## src/rtl/core/bipc_pkg.sv

```systemverilog
`timescale 1ns / 1ps

package bipc_pkg;

    // configuration port
    localparam int CFG_INDEX_W = 1;
    localparam int CFG_DATA_W  = 11;

    localparam logic [CFG_INDEX_W-1:0] CFG_FRAME_ROWS = 1'd0;
    localparam logic [CFG_INDEX_W-1:0] CFG_FRAME_COLS = 1'd1;

    // stream payloads
    localparam int LAND_W      = 1;
    localparam int COUNT_W     = 21;
    localparam int IN_TDATA_W  = 8;
    localparam int OUT_TDATA_W = 24;

    // one entry of the line store: the two rows above a column
    typedef struct packed {
        logic older;
        logic prev;
    } line_cell_t;

    // write side of the line store
    typedef struct packed {
        logic       en;
        line_cell_t entry;
    } line_wr_t;

endpackage

```

## src/rtl/core/binary_image_boundary_pixel_count_unit.sv

```systemverilog
`timescale 1ns / 1ps

// Coast-cell counter. Cells of a binary map (1 land, 0 sea) arrive one per
// word in raster order; a land cell is counted when any of its four
// neighbours is sea or lies outside the frame. On the last cell of the frame
// one word carrying the total goes out and a new frame starts. The block
// takes one cell per clock: the accept stage reads the column's two-row
// entry and its right-hand neighbour from a dual-read line store, and the
// next stage judges the cell above, writes the column back and updates the
// count, so a new cell can enter every cycle. After the last cell is taken,
// the total is written to a four-word buffer in which results queue; the
// input stalls only when that buffer, together with a result still in
// flight, is full. The line store holds MAX_COLS entries of two bits and is
// not cleared after reset (every entry is written before the frame reads
// it), so the block is ready at once. frame_rows and frame_cols: 0 acts as
// 1, a value above MAX_ROWS or MAX_COLS acts as that maximum. A size change
// in the middle of a frame takes effect on the next cell; if the position
// falls outside the new frame, the cell goes to the start of the next row,
// or, past the last row, the unfinished frame is dropped.
module binary_image_boundary_pixel_count_unit #(
    parameter int MAX_COLS = 1024,
    parameter int MAX_ROWS = 1024
) (
    input  logic                                clk,
    input  logic                                rst_n,
    // configuration writes
    input  logic                                cfg_we,
    input  logic [bipc_pkg::CFG_INDEX_W-1:0]    cfg_index,
    input  logic [bipc_pkg::CFG_DATA_W-1:0]     cfg_data,
    // cell stream
    input  logic                                s_tvalid,
    output logic                                s_tready,
    input  logic [bipc_pkg::IN_TDATA_W-1:0]     s_tdata,   // [0] land, [7:1] zero
    // result stream
    output logic                                m_tvalid,
    input  logic                                m_tready,
    output logic [bipc_pkg::OUT_TDATA_W-1:0]    m_tdata    // [20:0] coast_count, [23:21] zero
);

    localparam int COL_W    = $clog2(MAX_COLS + 1);
    localparam int ROW_W    = $clog2(MAX_ROWS + 1);
    localparam int ADDR_W   = (MAX_COLS > 1) ? $clog2(MAX_COLS) : 1;
    localparam int RST_COLS = (MAX_COLS < 1024) ? MAX_COLS : 1024;
    localparam int RST_ROWS = (MAX_ROWS < 1024) ? MAX_ROWS : 1024;
    localparam int FIFO_DEPTH = 4;
    localparam int PTR_W    = 2;
    localparam int CNT_W    = 3;

    // ------------------------------------------------------------------
    // Frame size registers, held already clamped
    // ------------------------------------------------------------------
    logic [ROW_W-1:0] rows_reg;
    logic [COL_W-1:0] cols_reg;
    logic [ROW_W-1:0] rows_cfg;
    logic [COL_W-1:0] cols_cfg;

    always_comb
    begin
        if (cfg_data == '0)
        begin
            rows_cfg = ROW_W'(1);
            cols_cfg = COL_W'(1);
        end
        else
        begin
            rows_cfg = (32'(cfg_data) > MAX_ROWS) ? ROW_W'(MAX_ROWS) : ROW_W'(cfg_data);
            cols_cfg = (32'(cfg_data) > MAX_COLS) ? COL_W'(MAX_COLS) : COL_W'(cfg_data);
        end
    end

    always_ff @(posedge clk or negedge rst_n)
    begin
        if (!rst_n)
        begin
            rows_reg <= ROW_W'(RST_ROWS);
            cols_reg <= COL_W'(RST_COLS);
        end
        else if (cfg_we)
        begin
            unique case (cfg_index)
                bipc_pkg::CFG_FRAME_ROWS: rows_reg <= rows_cfg;
                bipc_pkg::CFG_FRAME_COLS: cols_reg <= cols_cfg;
                default:                  ;
            endcase
        end
    end

    // ------------------------------------------------------------------
    // Accept stage: place the cell in the frame and issue the store reads
    // ------------------------------------------------------------------
    logic [ROW_W-1:0] row_pos_reg, row_pos_next;
    logic [COL_W-1:0] col_pos_reg, col_pos_next;

    logic             accept;
    logic             wrap_col;
    logic [COL_W-1:0] c_eff;
    logic [COL_W-1:0] c_plus1;
    logic [ROW_W-1:0] r_step;
    logic [ROW_W-1:0] r_eff;
    logic [ROW_W-1:0] r_plus1;
    logic             drop;
    logic             last_col;
    logic             last_row;
    logic             frame_end;

    assign accept = s_tvalid && s_tready;

    always_comb
    begin
        wrap_col  = (col_pos_reg >= cols_reg);
        c_eff     = wrap_col ? '0 : col_pos_reg;
        r_step    = wrap_col ? ROW_W'(row_pos_reg + ROW_W'(1)) : row_pos_reg;
        drop      = (r_step >= rows_reg);
        r_eff     = drop ? '0 : r_step;
        c_plus1   = COL_W'(c_eff + COL_W'(1));
        r_plus1   = ROW_W'(r_eff + ROW_W'(1));
        last_col  = (c_plus1 >= cols_reg);
        last_row  = (r_plus1 == rows_reg);
        frame_end = last_row && last_col;

        priority if (frame_end)
        begin
            col_pos_next = '0;
            row_pos_next = '0;
        end
        else if (last_col)
        begin
            col_pos_next = '0;
            row_pos_next = r_plus1;
        end
        else
        begin
            col_pos_next = c_plus1;
            row_pos_next = r_eff;
        end
    end

    always_ff @(posedge clk or negedge rst_n)
    begin
        if (!rst_n)
        begin
            row_pos_reg <= '0;
            col_pos_reg <= '0;
        end
        else if (accept)
        begin
            row_pos_reg <= row_pos_next;
            col_pos_reg <= col_pos_next;
        end
    end

    // ------------------------------------------------------------------
    // Judge stage registers
    // ------------------------------------------------------------------
    logic              v1_reg;
    logic              land1_reg;
    logic [ADDR_W-1:0] addr1_reg;
    logic              judge1_reg;     // a row above exists
    logic              top1_reg;       // the row above is the first row
    logic              first1_reg;     // leftmost column
    logic              lastc1_reg;     // rightmost column
    logic              lastr1_reg;     // last row of the frame
    logic              end1_reg;       // last cell of the frame
    logic              clear1_reg;     // unfinished frame dropped

    always_ff @(posedge clk or negedge rst_n)
    begin
        if (!rst_n)
        begin
            v1_reg     <= 1'b0;
            end1_reg   <= 1'b0;
            clear1_reg <= 1'b0;
        end
        else
        begin
            v1_reg     <= accept;
            end1_reg   <= accept && frame_end;
            clear1_reg <= accept && drop;
        end
    end

    always_ff @(posedge clk)
    begin
        if (accept)
        begin
            land1_reg  <= s_tdata[0];
            addr1_reg  <= c_eff[ADDR_W-1:0];
            judge1_reg <= (r_eff != '0);
            top1_reg   <= (r_eff == ROW_W'(1));
            first1_reg <= (c_eff == '0);
            lastc1_reg <= last_col;
            lastr1_reg <= last_row;
        end
    end

    // ------------------------------------------------------------------
    // Line store
    // ------------------------------------------------------------------
    bipc_pkg::line_wr_t   store_wr;
    bipc_pkg::line_cell_t centre_cell;
    bipc_pkg::line_cell_t right_cell;

    bipc_line_store #(
        .DEPTH  (MAX_COLS),
        .ADDR_W (ADDR_W)
    ) u_line_store (
        .clk       (clk),
        .wr        (store_wr),
        .wr_addr   (addr1_reg),
        .rd_addr_a (c_eff[ADDR_W-1:0]),
        .rd_addr_b (c_plus1[ADDR_W-1:0]),
        .rd_cell_a (centre_cell),
        .rd_cell_b (right_cell)
    );

    // shift the column down: the row above becomes the older row
    always_comb
    begin
        store_wr.en          = v1_reg;
        store_wr.entry.older = centre_cell.prev;
        store_wr.entry.prev  = land1_reg;
    end

    // ------------------------------------------------------------------
    // Judge the cell above and update the count
    // ------------------------------------------------------------------
    logic               left_reg;      // cell above-left, as it stood
    logic               coast;
    logic [1:0]         inc;
    logic [bipc_pkg::COUNT_W-1:0] count_reg, count_next;
    logic [bipc_pkg::COUNT_W-1:0] count_base;
    logic [bipc_pkg::COUNT_W-1:0] count_sum;

    always_comb
    begin
        coast = centre_cell.prev &&
                (top1_reg || !centre_cell.older ||
                 first1_reg || !left_reg ||
                 lastc1_reg || !right_cell.prev ||
                 !land1_reg);
        inc   = {1'b0, judge1_reg && coast} + {1'b0, lastr1_reg && land1_reg};
        count_base = clear1_reg ? '0 : count_reg;
        count_sum  = bipc_pkg::COUNT_W'(count_base + bipc_pkg::COUNT_W'(inc));

        priority if (!v1_reg)
        begin
            count_next = count_reg;
        end
        else if (end1_reg)
        begin
            count_next = '0;
        end
        else
        begin
            count_next = count_sum;
        end
    end

    always_ff @(posedge clk or negedge rst_n)
    begin
        if (!rst_n)
        begin
            count_reg <= '0;
        end
        else
        begin
            count_reg <= count_next;
        end
    end

    always_ff @(posedge clk)
    begin
        if (v1_reg)
        begin
            left_reg <= centre_cell.prev;
        end
    end

    // ------------------------------------------------------------------
    // Result buffer
    // ------------------------------------------------------------------
    logic [bipc_pkg::COUNT_W-1:0] fifo_reg [FIFO_DEPTH];
    logic [PTR_W-1:0] wr_ptr_reg;
    logic [PTR_W-1:0] rd_ptr_reg;
    logic [CNT_W-1:0] fill_reg, fill_next;
    logic             push;
    logic             pop;
    logic [CNT_W-1:0] in_flight;

    assign push      = end1_reg;
    assign pop       = m_tvalid && m_tready;
    assign in_flight = CNT_W'(fill_reg + CNT_W'(push));

    // hold the input while a new result could find no room
    assign s_tready = (in_flight < CNT_W'(FIFO_DEPTH));

    always_comb
    begin
        unique case ({push, pop})
            2'b10:   fill_next = CNT_W'(fill_reg + CNT_W'(1));
            2'b01:   fill_next = CNT_W'(fill_reg - CNT_W'(1));
            default: fill_next = fill_reg;
        endcase
    end

    always_ff @(posedge clk or negedge rst_n)
    begin
        if (!rst_n)
        begin
            wr_ptr_reg <= '0;
            rd_ptr_reg <= '0;
            fill_reg   <= '0;
        end
        else
        begin
            fill_reg <= fill_next;
            if (push)
            begin
                wr_ptr_reg <= PTR_W'(wr_ptr_reg + PTR_W'(1));
            end
            if (pop)
            begin
                rd_ptr_reg <= PTR_W'(rd_ptr_reg + PTR_W'(1));
            end
        end
    end

    always_ff @(posedge clk)
    begin
        if (push)
        begin
            fifo_reg[wr_ptr_reg] <= count_sum;
        end
    end

    assign m_tvalid = (fill_reg != '0);
    assign m_tdata  = {{(bipc_pkg::OUT_TDATA_W - bipc_pkg::COUNT_W){1'b0}},
                       fifo_reg[rd_ptr_reg]};

endmodule

```

## src/rtl/core/bipc_line_store.sv

```systemverilog
`timescale 1ns / 1ps

// Two-row line store: one write port, two read ports, read data registered.
// A read of the entry being written in the same cycle returns the new value.
module bipc_line_store #(
    parameter int DEPTH  = 1024,
    parameter int ADDR_W = 10
) (
    input  logic                  clk,
    input  bipc_pkg::line_wr_t    wr,
    input  logic [ADDR_W-1:0]     wr_addr,
    input  logic [ADDR_W-1:0]     rd_addr_a,
    input  logic [ADDR_W-1:0]     rd_addr_b,
    output bipc_pkg::line_cell_t  rd_cell_a,
    output bipc_pkg::line_cell_t  rd_cell_b
);

    bipc_pkg::line_cell_t mem [DEPTH];
    bipc_pkg::line_cell_t rd_a_reg;
    bipc_pkg::line_cell_t rd_b_reg;

    always_ff @(posedge clk)
    begin
        if (wr.en)
        begin
            mem[wr_addr] <= wr.entry;
        end
    end

    // forward the word being written past the array
    always_ff @(posedge clk)
    begin
        if (wr.en && (wr_addr == rd_addr_a))
        begin
            rd_a_reg <= wr.entry;
        end
        else
        begin
            rd_a_reg <= mem[rd_addr_a];
        end
        if (wr.en && (wr_addr == rd_addr_b))
        begin
            rd_b_reg <= wr.entry;
        end
        else
        begin
            rd_b_reg <= mem[rd_addr_b];
        end
    end

    assign rd_cell_a = rd_a_reg;
    assign rd_cell_b = rd_b_reg;

endmodule
```

## config.mk

```make
export PLATFORM = sky130hd
export DESIGN_NAME = binary_image_boundary_pixel_count_unit
export DESIGN_NICKNAME = d
export VERILOG_FILES = /design/src/rtl/core/bipc_pkg.sv /design/src/rtl/core/binary_image_boundary_pixel_count_unit.sv /design/src/rtl/core/bipc_line_store.sv
export SDC_FILE = /design/constraint.sdc
export NUM_CORES = 2
export LEC_CHECK = 0
export ABC_AREA = 0
export BUFFER_PORTS_ARGS = -buffer_cell sky130_fd_sc_hd__buf_2
export CORE_UTILIZATION = 53
export CTS_CLUSTER_DIAMETER = 80
export CTS_CLUSTER_SIZE = 8
export DETAILED_ROUTE_END_ITERATION = 6
export PLACE_DENSITY = 0.71
export SLEW_MARGIN = 20
export SYNTH_ARGS = -nofsm -noshare
export SYNTH_HDL_FRONTEND = slang
export SYNTH_HIERARCHICAL = 1
export SYNTH_SLANG_ARGS = --single-unit
export TNS_END_PERCENT = 50
```

## constraint.sdc

```tcl
create_clock -name clk -period 45.6 [get_ports clk]
set_input_delay 9.12 -clock clk [delete_from_list [all_inputs] [get_ports clk]]
set_output_delay 9.12 -clock clk [all_outputs]
set_load 0.02 [all_outputs]
```

* Yosys cells after proc, flatten, opt, wreduce, memory -nomap -nowiden
Memories as Yosys holds them, arrays and structs flattened. A register that Yosys moved wholly into a read port is not among the register bits.
Cells that the tools add are included.
** Storage, ports and cells
- Bits of input ports :: 25
- Memories :: 2
- Output and inout port bits :: 26
- Bits in writable memories :: 2132
- Bits in registers :: 93
** Memory list
- u_line_store.mem :: depth 1024, width 2, rd ports 2, clocked after memory_dff 1, write ports 1, RTL line bipc_line_store.sv:18 : bipc_pkg::line_cell_t mem [DEPTH];
- fifo_reg :: depth 4, width 21, rd ports 1, clocked after memory_dff 0, write ports 1, RTL line binary_image_boundary_pixel_count_unit.sv:282 : logic [bipc_pkg::COUNT_W-1:0] fifo_reg [FIFO_DEPTH];
** Operators by class
- Bitwise gates (word level) :: 1
- Add/subtract/negate cells :: 10
- Reductions and logical operators :: 26
- Equality and inequality tests :: 5
- $lt $le $gt $ge :: 5
- Muxes and demuxes :: 17
** Operator list (number)
- $mux 11 :: 9
- $mux 21 :: 2
- $add 11x1->11 const B :: 3
- $ge 11x11->1 :: 3
- $logic_not 11->1 :: 2
- $add 21x2->21 :: 1
- $eq 11x1->1 const B :: 1
- $eq 11x11->1 :: 1
- $gt 11x11->1 const B :: 1
- $reduce_bool 11->1 :: 1
- $eq 10x10->1 :: 1
- $logic_and 1x1->1 :: 9
- $logic_or 1x1->1 :: 6
- $pmux 3 s2 :: 1
- $mux 1 :: 5
- $add 2x1->2 const B :: 2
- $logic_not 1->1 :: 4
- $reduce_and 2->1 :: 2
- $add 3x1->3 :: 1
- $add 3x1->3 const B :: 1
- $lt 3x3->1 const B :: 1
- $reduce_bool 3->1 :: 1
- $sub 3x1->3 const B :: 1
- $add 1x1->2 :: 1
- 4 further kinds :: 4

* Longest topological paths before layout
- Depth in word-level cells :: 12
- Gate-level depth with buffers :: 27

* Hierarchy
The synthesis kept the hierarchy.
** By module, submodules not included
- bipc_line_store :: area an instance 101064.4 um2, times used 1, cells each 6225
- binary_image_boundary_pixel_count_unit :: area an instance 9271.4 um2, times used 1, cells each 804

* Least setup slack after synthesis
Ideal clock, no wire load.
- Kind :: register to register
- Start point :: register with a tool-made name
- End point :: register left_reg (data pin)
- Period minus slack after synthesis :: 35.141 ns
- Slack :: 10.459 ns
- Setup time :: 5.674 ns
- Arrival time :: 29.467 ns
- Cell stages (with the launch flop) :: 14
- Cell sequence :: dfxtp_1 buf_6 buf_8 buf_8 buf_12 buf_6 mux2i_1 o21ai_1 nor3_1 a2111oi_2 o311ai_1 nor3_2 nor2_1 o2111ai_1
** RTL lines
- end signal, assigned :: RTL line binary_image_boundary_pixel_count_unit.sv:275 : left_reg <= centre_cell.prev;
- end, declared :: RTL line binary_image_boundary_pixel_count_unit.sv:227 : logic left_reg;

* Final worst setup path
- Start point :: register rd_ptr_reg[1]
- End point :: output m_tdata[20] (netlist name)
** On the way
- Cells in the longest elaborated chain, start to end :: 1
** RTL lines
- start, declared :: RTL line binary_image_boundary_pixel_count_unit.sv:284 : logic [PTR_W-1:0] rd_ptr_reg;
- start signal, assigned :: RTL line binary_image_boundary_pixel_count_unit.sv:323 : rd_ptr_reg <= PTR_W'(rd_ptr_reg + PTR_W'(1));
- $mem_v2 4x21
- end, declared :: RTL line binary_image_boundary_pixel_count_unit.sv:37 : output logic [bipc_pkg::OUT_TDATA_W-1:0] m_tdata
Every way passes these cells.

==> impl_metrics.toml <==
[run_status]
status = "finished, final reports clean"

[detailed_routing]
wl_per_cell_microns = 33.92
ant_nets = 0
viasPerCell = 7.048
num_vias = 63119
drt_pass1_iterations = 6
drc = 0
wl_microns = 303800
drt_iter0_markers = 10428

[worst_setup_path]
cp_data_arrival_time_ns = 2.60
cp_slowest_cell = "dfrtp_1"
cpPeakStageDelay_ns = 1.05
endpoint_kind = "primary output"
cp_max_fo = 22
critPathKind = "register to primary output"
cp_data_required_time_ns = 36.48
cp-start-kind = "register"
worstPathCellList = "mux4_2, buf_2"

[floorplanning]
dieHeight_microns = 442.2
coreArea_sq_um = 192600
start_util = 0.5333
io_pins = 51
die_area_sq_um = 195600
rows = 161
die_w_microns = 442.2

[grt]
grt_pass1_vias = 62420
grt.overflow.total = 0
track_usage = 0.3090
grt_first_pass_wirelength_microns = 435000
antenna_found_initial = 14
grt_max_degree = 240

[timing]
slew_violations = 0
hold_violations = 0
whs_ns = 0.4919
tightest_slew_ns = 1.292
fin_ws_ns = 33.88
rsz0062_at_grt = "false"
min_period_ns = 11.72
max_slew_margin = 0.1388
setup_violations = 0
post-route-period-util = 0.2571
fmax_mhz = 85.30
finClkSkew_ns = 0.05516
setup_tns_ns = 0

[placement]
io_buffers = 40
dpl.hpwl_microns = 169200
place_congestion = 0.8782
place_area_sq_um = 104100
placed_cells = 8542
pre_cts_ws_ns = 34.80

[clock_network]
cts_tree = "built"
cts_made_buffers = 331
worstSkewPairLatency_ns = 0.94
clockBufferDepth = 4
clock_tree.root_cell = "clkbuf_16"
cts_setup_buffers = 0
postCtsHoldBufs = 0
htreeDepth = 5
ctsResizeCount = 0
clock-sinks = 2244
clkTransAtPathRegs_ns = 0.05

[power_and_ir_drop]
power_mw = 6.899
power.density_nw_per_um2 = 61.07
p_leak_nw = 35.46
ir_drop_mv = 0.07914

[synth]
yosys_warnings = 6
synth.avg_cell_area_sq_um = 15.87
synth_cells = 6473
synth_area_sq_um = 102700

[final_layout]
largest_reg_flops = 2048
utilization = 0.5866
nets = 6422
fin_cells = 8956
final_area_sq_um = 113000
n_fill_cell = 14197
synthToLayoutAreaGrowth_pct = 9.984
drive_gt1_frac = 0.2070

[hold_path]
hold_path_class = "register to register"

[job]
maxCapViolations = 0
[path summary, 6_finish.rpt]
path / endpoint / cells past startpoint / startpoint / slack, ns
min in group asynchronous: rows_reg[8] / 1 / rst_n / 8.13
max in group asynchronous: v1_reg / 2 / rst_n / 36.87
max: m_tdata[20] / 2 / rd_ptr_reg[1] / 33.88
min reg2reg: cols_reg[3] / 2 / cols_reg[3] / 0.49
max reg2reg: fifo_reg[2][20] / 23 / register / 36.10
min: cols_reg[3] / 2 / cols_reg[3] / 0.49
[power breakdown]
part	switching [mW]	total, mW	internal (mW)	leakage [nW]
Sequential	0.0726	2.67	2.60	20.4
Combinational	1.31	2.09	0.778	10.7
Clock	0.825	2.14	1.31	4.27
[routing by layer]
layer | vias to the layer above | share of wire | track usage
met5 | - | 0.00020 | 0
met4 | 8 | 0.053 | 0.1485
met3 | 874 | 0.14 | 0.08701
met2 | 4751 | 0.46 | 0.4676
met1 | 32313 | 0.35 | 0.4155
li1 | 25173 | - | -
[critical path: cells and delay by family, from the launching register on]
kind / cells / cell delay (ns)
mux: 1 / 0.45
flops: 1 / 1.05
buf+inv: 1 / 0.18
[cells in the final DEF (no fill, tap or decap), types with 37 or more instances in the layout]
| master | instances |
|---|---|
| o21ai_0 | 100 |
| nor3_1 | 79 |
| mux4_2 | 675 |
| o221ai_1 | 129 |
| dfrtp_1 | 72 |
| nor2_1 | 1109 |
| clkbuf_16 | 339 |
| edfxtp_1 | 2149 |
| ha_1 | 45 |
| o22ai_1 | 84 |
| a21oi_1 | 141 |
| a22oi_1 | 63 |
| nand2_1 | 153 |
| clkbuf_1 | 65 |
| mux2i_1 | 350 |
| xnor2_1 | 37 |
| buf_4 | 120 |
| buf_2 | 39 |
| nand3_1 | 70 |
| inv_1 | 62 |
[cell type report]
cell class,count,area (sq um),area share
diodes,5,12.51,0.0001108
clock buffers,404,8727,0.07725
clock inverters,4,35.03,0.0003101
inverters,70,267.8,0.002370
multi-input cells,3532,32590,0.2885
flip-flops and latches,2244,66850,0.5917
well taps,2526,3161,0.02798
repair buffers,171,1326,0.01174
Note: power is estimated with default switching activity, not from simulation.
